**src/rtl/fspa_pkg.sv**
```systemverilog
package fspa_pkg;

    // Sizes
    localparam int MAX_SLOTS   = 256;
    localparam int ADDR_BITS   = 32;
    localparam int SLOT_IDX_W  = $clog2(MAX_SLOTS);
    localparam int CNT_W       = $clog2(MAX_SLOTS + 1);
    localparam int STRIDE_W    = 17;
    localparam int ALIGN_W     = 4;
    localparam int OBJ_W       = 16;
    localparam int MAX_ALIGN   = 12;
    localparam int PAD_W       = MAX_ALIGN;
    localparam int DIVD_W      = ADDR_BITS + 1;
    localparam int DIV_CNT_W   = $clog2(DIVD_W + 1);
    localparam int SPAN_W      = CNT_W + STRIDE_W;
    localparam int MIN_OBJ     = 8;
    localparam int CFG_DATA_W  = 32;

    // Allocation scan works on groups of free-map bits
    localparam int CHUNK_W     = 8;
    localparam int CHUNK_SEL_W = $clog2(CHUNK_W);
    localparam int NUM_CHUNKS  = MAX_SLOTS / CHUNK_W;
    localparam int CHUNK_IDX_W = $clog2(NUM_CHUNKS);

    // Stream widths
    localparam int STATUS_W    = 2;
    localparam int IN_TDATA_W  = ((ADDR_BITS + 7) / 8) * 8;
    localparam int OUT_TDATA_W = ((ADDR_BITS + STATUS_W + 7) / 8) * 8;

    typedef enum logic [1:0] {
        CFG_POOL_START  = 2'd0,
        CFG_POOL_BYTES  = 2'd1,
        CFG_OBJECT_BYTES = 2'd2,
        CFG_ALIGN_LOG2  = 2'd3
    } t_cfg_idx;

    typedef enum logic {
        OP_ALLOC = 1'b0,
        OP_FREE  = 1'b1
    } t_opcode;

    typedef enum logic [STATUS_W-1:0] {
        ST_OK          = 2'd0,
        ST_EMPTY       = 2'd1,
        ST_BAD_ADDR    = 2'd2,
        ST_DOUBLE_FREE = 2'd3
    } t_status;

    typedef enum logic [3:0] {
        S_CFG_BASE,
        S_CFG_ROOM,
        S_CFG_DIV_START,
        S_CFG_DIV_WAIT,
        S_CFG_SPAN,
        S_IDLE,
        S_ALLOC_SCAN,
        S_ALLOC_MUL,
        S_ALLOC_ADD,
        S_FREE_CHK,
        S_FREE_DIV,
        S_FREE_UPD,
        S_RESULT
    } t_state;

    // Divider status toward the sequencer
    typedef struct packed {
        logic busy;
        logic done;
    } t_div_stat;

endpackage

```
**src/rtl/fspa_div.sv**
```systemverilog
module fspa_div (
    input  logic                          i_clk,
    input  logic                          i_rst_n,
    input  logic                          i_start,
    input  logic [fspa_pkg::DIVD_W-1:0]   i_dividend,
    input  logic [fspa_pkg::STRIDE_W-1:0] i_divisor,
    output fspa_pkg::t_div_stat           o_stat,
    output logic [fspa_pkg::DIVD_W-1:0]   o_quotient,
    output logic [fspa_pkg::STRIDE_W-1:0] o_remainder
);
    import fspa_pkg::*;

    logic [DIVD_W-1:0]    r_quo;
    logic [STRIDE_W-1:0]  r_rem;
    logic [STRIDE_W-1:0]  r_div;
    logic [DIV_CNT_W-1:0] r_cnt;
    logic                 r_busy;
    logic                 r_done;

    logic [STRIDE_W:0]    rem_sh;
    logic                 ge;
    logic [STRIDE_W:0]    rem_sub;

    // One restoring step: shift in next dividend bit, trial subtract
    always_comb begin
        rem_sh  = {r_rem, r_quo[DIVD_W-1]};
        ge      = (rem_sh >= {1'b0, r_div});
        rem_sub = rem_sh - {1'b0, r_div};
    end

    // Control
    always_ff @(posedge i_clk) begin
        if (!i_rst_n) begin
            r_busy <= 1'b0;
            r_done <= 1'b0;
            r_cnt  <= '0;
        end else if (i_start) begin
            r_busy <= 1'b1;
            r_done <= 1'b0;
            r_cnt  <= DIV_CNT_W'(DIVD_W);
        end else if (r_busy) begin
            r_cnt <= r_cnt - 1'b1;
            if (r_cnt == DIV_CNT_W'(1)) begin
                r_busy <= 1'b0;
                r_done <= 1'b1;
            end
        end else begin
            r_done <= 1'b0;
        end
    end

    // Datapath
    always_ff @(posedge i_clk) begin
        if (i_start) begin
            r_quo <= i_dividend;
            r_rem <= '0;
            r_div <= i_divisor;
        end else if (r_busy) begin
            r_quo <= {r_quo[DIVD_W-2:0], ge};
            r_rem <= ge ? rem_sub[STRIDE_W-1:0] : rem_sh[STRIDE_W-1:0];
        end
    end

    assign o_stat.busy  = r_busy;
    assign o_stat.done  = r_done;
    assign o_quotient   = r_quo;
    assign o_remainder  = r_rem;

endmodule

```
**src/rtl/fixed_slot_pool_allocator_unit.sv**
```systemverilog
// Channel    | Dir | Handshake               | Payload
// -----------+-----+-------------------------+----------------------------------------
// request    | in  | i_s_tvalid / o_s_tready | tdata: free_address; tuser: opcode
// result     | out | o_m_tvalid / i_m_tready | tdata: slot_address, status
// config     | in  | i_cfg_we                | i_cfg_addr selects register, i_cfg_data
//
// Allocate: accept, scan (one 8-slot free-map word per cycle), multiply, add and result.
// Free: accept, range check, 33 restoring steps on the shared divider and done, map update
// and result; an address out of range goes from the range check straight to the result.
// A config write or reset rederives the layout and clears the free map one word per cycle
// during the divider wait; the request side is not ready meanwhile.
// A new request is taken while a result waits; its result is held until the output frees.
module fixed_slot_pool_allocator_unit (
    input  logic                             i_clk,
    input  logic                             i_rst_n,
    // request stream
    input  logic                             i_s_tvalid,
    output logic                             o_s_tready,
    input  logic [fspa_pkg::IN_TDATA_W-1:0]  i_s_tdata,   // [31:0] free_address
    input  logic                             i_s_tuser,   // [0] opcode
    // result stream
    output logic                             o_m_tvalid,
    input  logic                             i_m_tready,
    output logic [fspa_pkg::OUT_TDATA_W-1:0] o_m_tdata,   // [31:0] slot_address, [33:32] status
    // config write port
    input  logic                             i_cfg_we,
    input  logic [1:0]                       i_cfg_addr,
    input  logic [fspa_pkg::CFG_DATA_W-1:0]  i_cfg_data
);
    import fspa_pkg::*;

    t_state r_state, n_state;

    // Configuration
    logic [ADDR_BITS-1:0] r_pool_start;
    logic [ADDR_BITS-1:0] r_pool_bytes;
    logic [OBJ_W-1:0]     r_object_bytes;
    logic [ALIGN_W-1:0]   r_align_log2;

    // Derived layout
    logic [DIVD_W-1:0]    r_base_ext;
    logic [ADDR_BITS-1:0] r_aligned_base;
    logic [STRIDE_W-1:0]  r_stride;
    logic [ADDR_BITS-1:0] r_avail;
    logic [DIVD_W-1:0]    r_room;
    logic [CNT_W-1:0]     r_slot_total;
    logic [SPAN_W-1:0]    r_span;

    // Free map: one word per group of slots, bit set when the slot is free
    logic [CHUNK_W-1:0]     r_free_map [NUM_CHUNKS];
    logic [CHUNK_W-1:0]     r_map_rd;
    logic [CHUNK_IDX_W-1:0] map_raddr;

    // Current request
    logic [ADDR_BITS-1:0] r_addr;
    logic [CHUNK_IDX_W-1:0] r_chunk;
    logic [SLOT_IDX_W-1:0] r_idx;
    logic [SPAN_W-1:0]    r_prod;
    logic [ADDR_BITS-1:0] r_res_addr;
    t_status              r_res_status;

    // Output register
    logic                 r_out_valid;
    logic [ADDR_BITS-1:0] r_out_addr;
    t_status              r_out_status;

    // Divider hookup
    logic                 div_start;
    logic [DIVD_W-1:0]    div_dividend;
    t_div_stat            div_stat;
    logic [DIVD_W-1:0]    div_quo;
    logic [STRIDE_W-1:0]  div_rem;

    // Layout arithmetic
    logic [ALIGN_W-1:0]   align_sat;
    logic [PAD_W-1:0]     unit_m1;
    logic [OBJ_W-1:0]     obj_min;
    logic [DIVD_W-1:0]    base_next;
    logic [STRIDE_W-1:0]  stride_next;
    logic [PAD_W-1:0]     pad;

    // Request arithmetic
    logic [CHUNK_W-1:0]     scan_hit;
    logic [CHUNK_SEL_W-1:0] scan_sel;
    logic [DIVD_W-1:0]      off_ext;
    logic                   off_bad;
    logic [SLOT_IDX_W-1:0]  free_idx;
    logic [CHUNK_IDX_W-1:0] free_chunk;
    logic [CHUNK_SEL_W-1:0] free_sel;
    logic                   out_free;
    logic                   accept;

    assign accept     = i_s_tvalid && o_s_tready;
    assign out_free   = !r_out_valid || i_m_tready;
    assign free_idx   = div_quo[SLOT_IDX_W-1:0];
    assign free_chunk = free_idx[SLOT_IDX_W-1:CHUNK_SEL_W];
    assign free_sel   = free_idx[CHUNK_SEL_W-1:0];

    // Aligned base, stride and pad from the configuration
    always_comb begin
        align_sat   = (r_align_log2 > ALIGN_W'(MAX_ALIGN)) ? ALIGN_W'(MAX_ALIGN) : r_align_log2;
        unit_m1     = ~({PAD_W{1'b1}} << align_sat);
        obj_min     = (r_object_bytes < OBJ_W'(MIN_OBJ)) ? OBJ_W'(MIN_OBJ) : r_object_bytes;
        base_next   = ({1'b0, r_pool_start} + DIVD_W'(unit_m1)) & ~DIVD_W'(unit_m1);
        stride_next = ({1'b0, obj_min} + STRIDE_W'(unit_m1)) & ~STRIDE_W'(unit_m1);
        pad         = r_base_ext[PAD_W-1:0] - r_pool_start[PAD_W-1:0];
    end

    // Lowest free slot within the current group, limited to the slot count
    always_comb begin
        scan_hit = '0;
        scan_sel = '0;
        for (int j = 0; j < CHUNK_W; j++) begin
            scan_hit[j] = r_map_rd[j]
                && (CNT_W'({r_chunk, CHUNK_SEL_W'(j)}) < r_slot_total);
        end
        for (int j = CHUNK_W - 1; j >= 0; j--) begin
            if (scan_hit[j]) scan_sel = CHUNK_SEL_W'(j);
        end
    end

    // Free range check
    always_comb begin
        off_ext = {1'b0, r_addr} - {1'b0, r_aligned_base};
        off_bad = off_ext[DIVD_W-1] || (off_ext[ADDR_BITS-1:0] >= ADDR_BITS'(r_span));
    end

    // Sequencer: next state and unit controls
    always_comb begin
        n_state      = r_state;
        o_s_tready   = 1'b0;
        div_start    = 1'b0;
        div_dividend = {1'b0, off_ext[ADDR_BITS-1:0]};
        map_raddr    = '0;
        unique case (r_state)
            S_CFG_BASE:      n_state = S_CFG_ROOM;
            S_CFG_ROOM:      n_state = S_CFG_DIV_START;
            S_CFG_DIV_START: begin
                div_start    = 1'b1;
                div_dividend = ({1'b0, r_avail} < r_room) ? {1'b0, r_avail} : r_room;
                n_state      = S_CFG_DIV_WAIT;
            end
            S_CFG_DIV_WAIT:  if (div_stat.done) n_state = S_CFG_SPAN;
            S_CFG_SPAN:      n_state = S_IDLE;
            S_IDLE: begin
                o_s_tready = 1'b1;
                if (i_s_tvalid) begin
                    n_state = (t_opcode'(i_s_tuser) == OP_FREE) ? S_FREE_CHK : S_ALLOC_SCAN;
                end
            end
            S_ALLOC_SCAN: begin
                // fetch the next group while this one is searched
                map_raddr = r_chunk + 1'b1;
                if (|scan_hit) begin
                    n_state = S_ALLOC_MUL;
                end else if (r_chunk == CHUNK_IDX_W'(NUM_CHUNKS - 1)) begin
                    n_state = S_RESULT;
                end
            end
            S_ALLOC_MUL:     n_state = S_ALLOC_ADD;
            S_ALLOC_ADD:     n_state = S_RESULT;
            S_FREE_CHK: begin
                if (off_bad) begin
                    n_state = S_RESULT;
                end else begin
                    div_start = 1'b1;
                    n_state   = S_FREE_DIV;
                end
            end
            S_FREE_DIV: begin
                map_raddr = free_chunk;
                if (div_stat.done) n_state = S_FREE_UPD;
            end
            S_FREE_UPD:      n_state = S_RESULT;
            S_RESULT:        if (out_free) n_state = S_IDLE;
            default:         n_state = S_IDLE;
        endcase
        // a config write restarts the layout derivation
        if (i_cfg_we) n_state = S_CFG_BASE;
    end

    // State register; reset derives the layout from reset values
    always_ff @(posedge i_clk) begin
        if (!i_rst_n) r_state <= S_CFG_BASE;
        else          r_state <= n_state;
    end

    // Configuration registers
    always_ff @(posedge i_clk) begin
        if (!i_rst_n) begin
            r_pool_start   <= '0;
            r_pool_bytes   <= '0;
            r_object_bytes <= OBJ_W'(MIN_OBJ);
            r_align_log2   <= ALIGN_W'(3);
        end else if (i_cfg_we) begin
            unique case (t_cfg_idx'(i_cfg_addr))
                CFG_POOL_START:   r_pool_start   <= i_cfg_data[ADDR_BITS-1:0];
                CFG_POOL_BYTES:   r_pool_bytes   <= i_cfg_data[ADDR_BITS-1:0];
                CFG_OBJECT_BYTES: r_object_bytes <= i_cfg_data[OBJ_W-1:0];
                CFG_ALIGN_LOG2:   r_align_log2   <= i_cfg_data[ALIGN_W-1:0];
            endcase
        end
    end

    // Slot count: cleared at reset, then set by the derivation
    always_ff @(posedge i_clk) begin
        if (!i_rst_n) begin
            r_slot_total <= '0;
        end else if (r_state == S_CFG_BASE) begin
            r_slot_total <= '0;
        end else if (r_state == S_CFG_DIV_WAIT && div_stat.done) begin
            r_slot_total <= (div_quo > DIVD_W'(MAX_SLOTS)) ? CNT_W'(MAX_SLOTS)
                                                           : div_quo[CNT_W-1:0];
        end
    end

    // Layout datapath
    always_ff @(posedge i_clk) begin
        unique case (r_state)
            S_CFG_BASE: begin
                r_base_ext <= base_next;
                r_stride   <= stride_next;
            end
            S_CFG_ROOM: begin
                r_avail <= (ADDR_BITS'(pad) < r_pool_bytes) ? r_pool_bytes - ADDR_BITS'(pad)
                                                             : '0;
                r_room  <= {1'b1, {ADDR_BITS{1'b0}}} - r_base_ext;
            end
            S_CFG_DIV_START: r_aligned_base <= r_base_ext[ADDR_BITS-1:0];
            S_CFG_SPAN:      r_span <= SPAN_W'(r_slot_total) * SPAN_W'(r_stride);
            default: ;
        endcase
    end

    // Free map: registered read; cleared one word per cycle during the divider wait
    always_ff @(posedge i_clk) begin
        r_map_rd <= r_free_map[map_raddr];
        unique case (r_state)
            S_CFG_DIV_WAIT: r_free_map[r_chunk] <= '1;
            S_ALLOC_SCAN: begin
                if (|scan_hit) begin
                    r_free_map[r_chunk] <= r_map_rd & ~(CHUNK_W'(1) << scan_sel);
                end
            end
            S_FREE_UPD: begin
                if (div_rem == '0 && !r_map_rd[free_sel]) begin
                    r_free_map[free_chunk] <= r_map_rd | (CHUNK_W'(1) << free_sel);
                end
            end
            default: ;
        endcase
    end

    // Request datapath
    always_ff @(posedge i_clk) begin
        unique case (r_state)
            S_CFG_DIV_START: r_chunk <= '0;
            S_CFG_DIV_WAIT:  r_chunk <= r_chunk + 1'b1;
            S_IDLE: begin
                if (accept) begin
                    r_addr       <= i_s_tdata[ADDR_BITS-1:0];
                    r_chunk      <= '0;
                    r_res_addr   <= '0;
                    r_res_status <= ST_OK;
                end
            end
            S_ALLOC_SCAN: begin
                if (|scan_hit) begin
                    r_idx <= {r_chunk, scan_sel};
                end else if (r_chunk == CHUNK_IDX_W'(NUM_CHUNKS - 1)) begin
                    r_res_status <= ST_EMPTY;
                end else begin
                    r_chunk <= r_chunk + 1'b1;
                end
            end
            S_ALLOC_MUL: r_prod <= SPAN_W'(r_idx) * SPAN_W'(r_stride);
            S_ALLOC_ADD: r_res_addr <= r_aligned_base + ADDR_BITS'(r_prod);
            S_FREE_CHK: begin
                if (off_bad) r_res_status <= ST_BAD_ADDR;
            end
            S_FREE_UPD: begin
                priority if (div_rem != '0)     r_res_status <= ST_BAD_ADDR;
                else if (r_map_rd[free_sel])    r_res_status <= ST_DOUBLE_FREE;
                else                            r_res_status <= ST_OK;
            end
            default: ;
        endcase
    end

    // Output register
    always_ff @(posedge i_clk) begin
        if (!i_rst_n) begin
            r_out_valid <= 1'b0;
        end else if (r_state == S_RESULT && out_free) begin
            r_out_valid <= 1'b1;
        end else if (i_m_tready) begin
            r_out_valid <= 1'b0;
        end
    end

    always_ff @(posedge i_clk) begin
        if (r_state == S_RESULT && out_free) begin
            r_out_addr   <= r_res_addr;
            r_out_status <= r_res_status;
        end
    end

    assign o_m_tvalid = r_out_valid;
    assign o_m_tdata  = OUT_TDATA_W'({r_out_status, r_out_addr});

    // Shared divider: layout slot count and free slot index
    fspa_div u_div (
        .i_clk       (i_clk),
        .i_rst_n     (i_rst_n),
        .i_start     (div_start),
        .i_dividend  (div_dividend),
        .i_divisor   (r_stride),
        .o_stat      (div_stat),
        .o_quotient  (div_quo),
        .o_remainder (div_rem)
    );

endmodule

```
**config.mk**
```make
export PLATFORM = sky130hd
export DESIGN_NAME = fixed_slot_pool_allocator_unit
export DESIGN_NICKNAME = d
export VERILOG_FILES = /design/src/rtl/fspa_pkg.sv /design/src/rtl/fspa_div.sv /design/src/rtl/fixed_slot_pool_allocator_unit.sv
export SDC_FILE = /design/constraint.sdc
export NUM_CORES = 2
export LEC_CHECK = 0
export BUFFER_PORTS_ARGS = -buffer_cell sky130_fd_sc_hd__buf_2
export CELL_PAD_IN_SITES_DETAIL_PLACEMENT = 1
export CELL_PAD_IN_SITES_GLOBAL_PLACEMENT = 2
export CORE_ASPECT_RATIO = 1.1
export CORE_MARGIN = 8
export CORE_UTILIZATION = 39
export DETAILED_ROUTE_END_ITERATION = 8
export PLACE_DENSITY = 0.74
export SLEW_MARGIN = 5
export SYNTH_ARGS = -nofsm -noshare
export SYNTH_HDL_FRONTEND = slang
export SYNTH_SLANG_ARGS = --single-unit
```
**constraint.sdc**
```tcl
create_clock -name i_clk -period 5.8 [get_ports i_clk]
set_clock_uncertainty 0.05 [all_clocks]
set_input_delay 0.29 -clock i_clk [delete_from_list [all_inputs] [get_ports i_clk]]
set_output_delay 0.29 -clock i_clk [all_outputs]
set_load 0.005 [all_outputs]
```
==> impl_metrics.py <==
metrics = {
    "sta": {
        "maxSlewHeadroom_pct": 21.7,
        "max_freq_ghz": 0.180,
        "fin_crit_sh_pct": 95.8,
        "hold_viol": 0,
        "worst_pin_slew_ps": 1170,
        "finalSetupViolations": 0,
        "tns_ps": 0,
        "slew_violations": 0,
        "rsz0062_at_grt": "false",
        "whs_ps": 119,
        "finalCriticalPeriod_ps": 5560,
    },
    "yosys": {
        "ys_async_sr_fraction_pct": 0,
        "yosysSeqAreaShare_pct": 45.7,
        "syn_avg_cell_area_um2": 10.5,
        "ys_types": 83,
        "dominantRegCellSynth": "edfxtp_1",
        "synth_edf_count": 617,
        "syn_inst": 4393,
        "synth-warning-count": 0,
        "yosys_register_bits": 748,
        "syn-cell-area_um2": 46200,
    },
    "power_and_ir_drop": {
        "seqPwrFrac_pct": 42.5,
        "p_comb_share_pct": 21.4,
        "switching_share_pct": 29.8,
        "p_leak_nw": 21.9,
        "peakVddDrop_mv": 0.199,
        "power.share.clock_pct": 36.1,
        "cellPowerDensity_nw_per_um2": 282,
        "internal_power_w": 0.0104,
        "p_sw_w": 0.00443,
    },
    "clock_network": {
        "path_clk_slew_ps": 70,
        "cts_max_level": 3,
        "worstSkewPairLatency_ps": 670,
        "cts_buffer_depth": 3,
        "cts_setup_buffers": 0,
        "clock-sinks": 748,
        "cts_made_buffers": 86,
        "cts_tree": "built",
        "root_buffer": "clkbuf_16",
    },
    "detailed_routing": {
        "viasPerCell": 5.38,
        "num_vias": 33500,
        "route.detailed.drc": 0,
        "first_pass_iters": 5,
        "initialDrtViolationCount": 1964,
        "wl_per_cell_um": 23.1,
        "routed_wl_um": 144000,
        "antenna_left": 0,
    },
    "global_route": {
        "grtUsageTotal_pct": 22.3,
        "overflow": 0,
        "grt_pass1_wl_um": 221000,
        "grt_pass1_vias": 35900,
        "antenna_found_initial": 6,
        "grt_max_degree": 103,
    },
    "floorplan": {
        "rows": 132,
        "dieArea_um2": 130000,
        "ios": 114,
        "die_h_um": 377,
        "die_w_um": 344,
        "core_um2": 118000,
        "initial_utilization_pct": 39.3,
    },
    "critical_path": {
        "reg2reg_slack_ps": 240,
        "required_ps": 6150,
        "crit_type": "reg2reg",
        "end_kind": "register",
        "cp_max_fo": 8,
        "start_kind": "register",
        "arrival_ps": 5910,
    },
    "place": {
        "gp_congestion": 0.877,
        "postPlaceCellArea_um2": 49300,
        "io_buffers": 107,
        "post-dp-hpwl_um": 111000,
    },
    "finish": {
        "multiInputGateArea_um2": 23000,
        "num-nets-final": 5174,
        "syn_to_final_growth_pct": 14.1,
        "finish.utilization_pct": 44.8,
        "final_area_um2": 52800,
        "seqCellArea_um2": 21200,
        "fill_cells": 12900,
        "drive_gt1_share_pct": 9.83,
        "layout_commonest_cell": "edfxtp_1",
        "mostFrequentLayoutCells": "edfxtp_1, nand2_1, inv_1",
    },
    "status": {
        "status": "finished, final reports clean",
    },
    "worst_hold_path": {
        "min_path_type": "in2reg",
    },
    "job": {
        "cap_violations": 0,
    },
}
layer usage:
metal	wire, um	up-vias	track usage, %
met4	6390	0	8.81
li1	-	15900	-
met3	5070	218	2.69
met5	0	-	0
met1	61500	16800	27.9
met2	71200	597	39.0
worst max-delay path, cell delays in order (launching register included):
cell      delay (ps)
edfxtp_1         530
nand2_1          140
fa_1             520
inv_1             50
fa_1             510
fa_1             440
fa_1             550
ha_1             330
or2_2            290
o31a_1           130
nand3_1          130
a311oi_1         120
a211o_1          310
o41ai_1          280
buf_4            180
o21ai_0          100
or4_1            400
o21ai_0          110
xnor2_1          100
power groups by stage:
stage | combinational [W] | sequential (W) | clock [W]
global placement | 0.00315 | 0.00643 | 0
finish | 0.00318 | 0.00632 | 0.00538
floorplan | 0.00222 | 0.00633 | 0
detailed placement | 0.00318 | 0.00643 | 0
global route | 0.00359 | 0.00634 | 0.00569
CTS | 0.00325 | 0.00632 | 0.00551
worst paths after layout:
kind / startpoint / to / cells after the start
setup / recovery: r_stride[8] / r_span[25] / 18
hold / removal: i_cfg_we / r_align_log2[0] / 4
setup reg to reg: r_stride[8] / r_span[25] / 18
hold reg to reg: r_res_addr[9] / r_out_addr[9] / 0
kinds of logic after synthesis:
group           after synthesis  share of synthesized area, %
simple gates               1467                          15.2
compound gates              815                          11.9
flops                       748                          45.7
buf+inv                     589                          4.95
fa+ha+maj                   481                          16.3
xor+xnor                    191                          3.62
mux                         101                          2.25
other cells                   1                       0.00811
flip-flops by register name, summed over array words and instances (netlist names), 32 cells and up:
register / flops
r_addr: 32
r_aligned_base: 32
r_avail: 32
r_base_ext: 33
r_free_map: 256
r_out_addr: 32
r_pool_bytes: 32
r_pool_start: 32
r_res_addr: 32
r_room: 33
u_div.o_quotient: 33
cell usage after synthesis (10+ instances only):
master	n	share of area (%)
a211oi_1	127	2.1
a21boi_0	90	1.5
a21o_1	69	1.1
a21oi_1	162	1.8
a22oi_1	15	0.24
a311oi_1	37	0.70
a31oi_1	50	0.68
and2_0	13	0.18
and2_1	201	2.7
and3_1	20	0.27
buf_2	10	0.11
clkbuf_1	161	1.3
dfxtp_1	131	5.7
edfxtp_1	617	40
fa_1	203	8.8
ha_1	278	7.5
inv_1	397	3.2
mux2i_1	97	2.1
nand2_1	564	4.6
nand2b_1	48	0.65
nand3_1	54	0.58
nand3b_1	13	0.21
nand4_1	29	0.39
nor2_1	268	2.2
nor2b_1	36	0.49
nor3_1	92	1.0
nor3b_1	17	0.28
nor4_1	30	0.41
o211ai_1	13	0.21
o21a_1	35	0.57
o21ai_0	115	1.2
o31ai_1	12	0.19
or2_2	16	0.22
or3_1	38	0.51
xnor2_1	130	2.5
xor2_1	61	1.2
through the flow:
step	setup slack, ps	std cells	power (W)
2_1_floorplan	153	4398	0.00855
3_3_place_gp	231	6010	0.00958
3_5_place_dp	148	6010	0.00962
4_1_cts	66.5	6231	0.0151
5_1_grt	0.541	6231	0.0156
6_report	243	6232	0.0149
layout make-up:
class / instances / area share (%)
Tap cell: 1541 / 3.65
Inverter: 397 / 2.82
Antenna cell: 1 / 0.00474
Clock inverter: 48 / 0.728
Sequential cell: 748 / 40.1
Timing Repair Buffer: 327 / 4.68
Clock buffer: 109 / 4.48
Multi-Input combinational cell: 3061 / 43.5
timing repair:
| item | CTS | global route |
|---|---|---|
| endpoints found under the setup margin | 0 | 76 |
| hold buffers | 64 | 0 |
| resized for setup | 0 | 13 |
| endpoints found under the hold margin | 116 | 0 |
(Power assumes the default switching activity.)
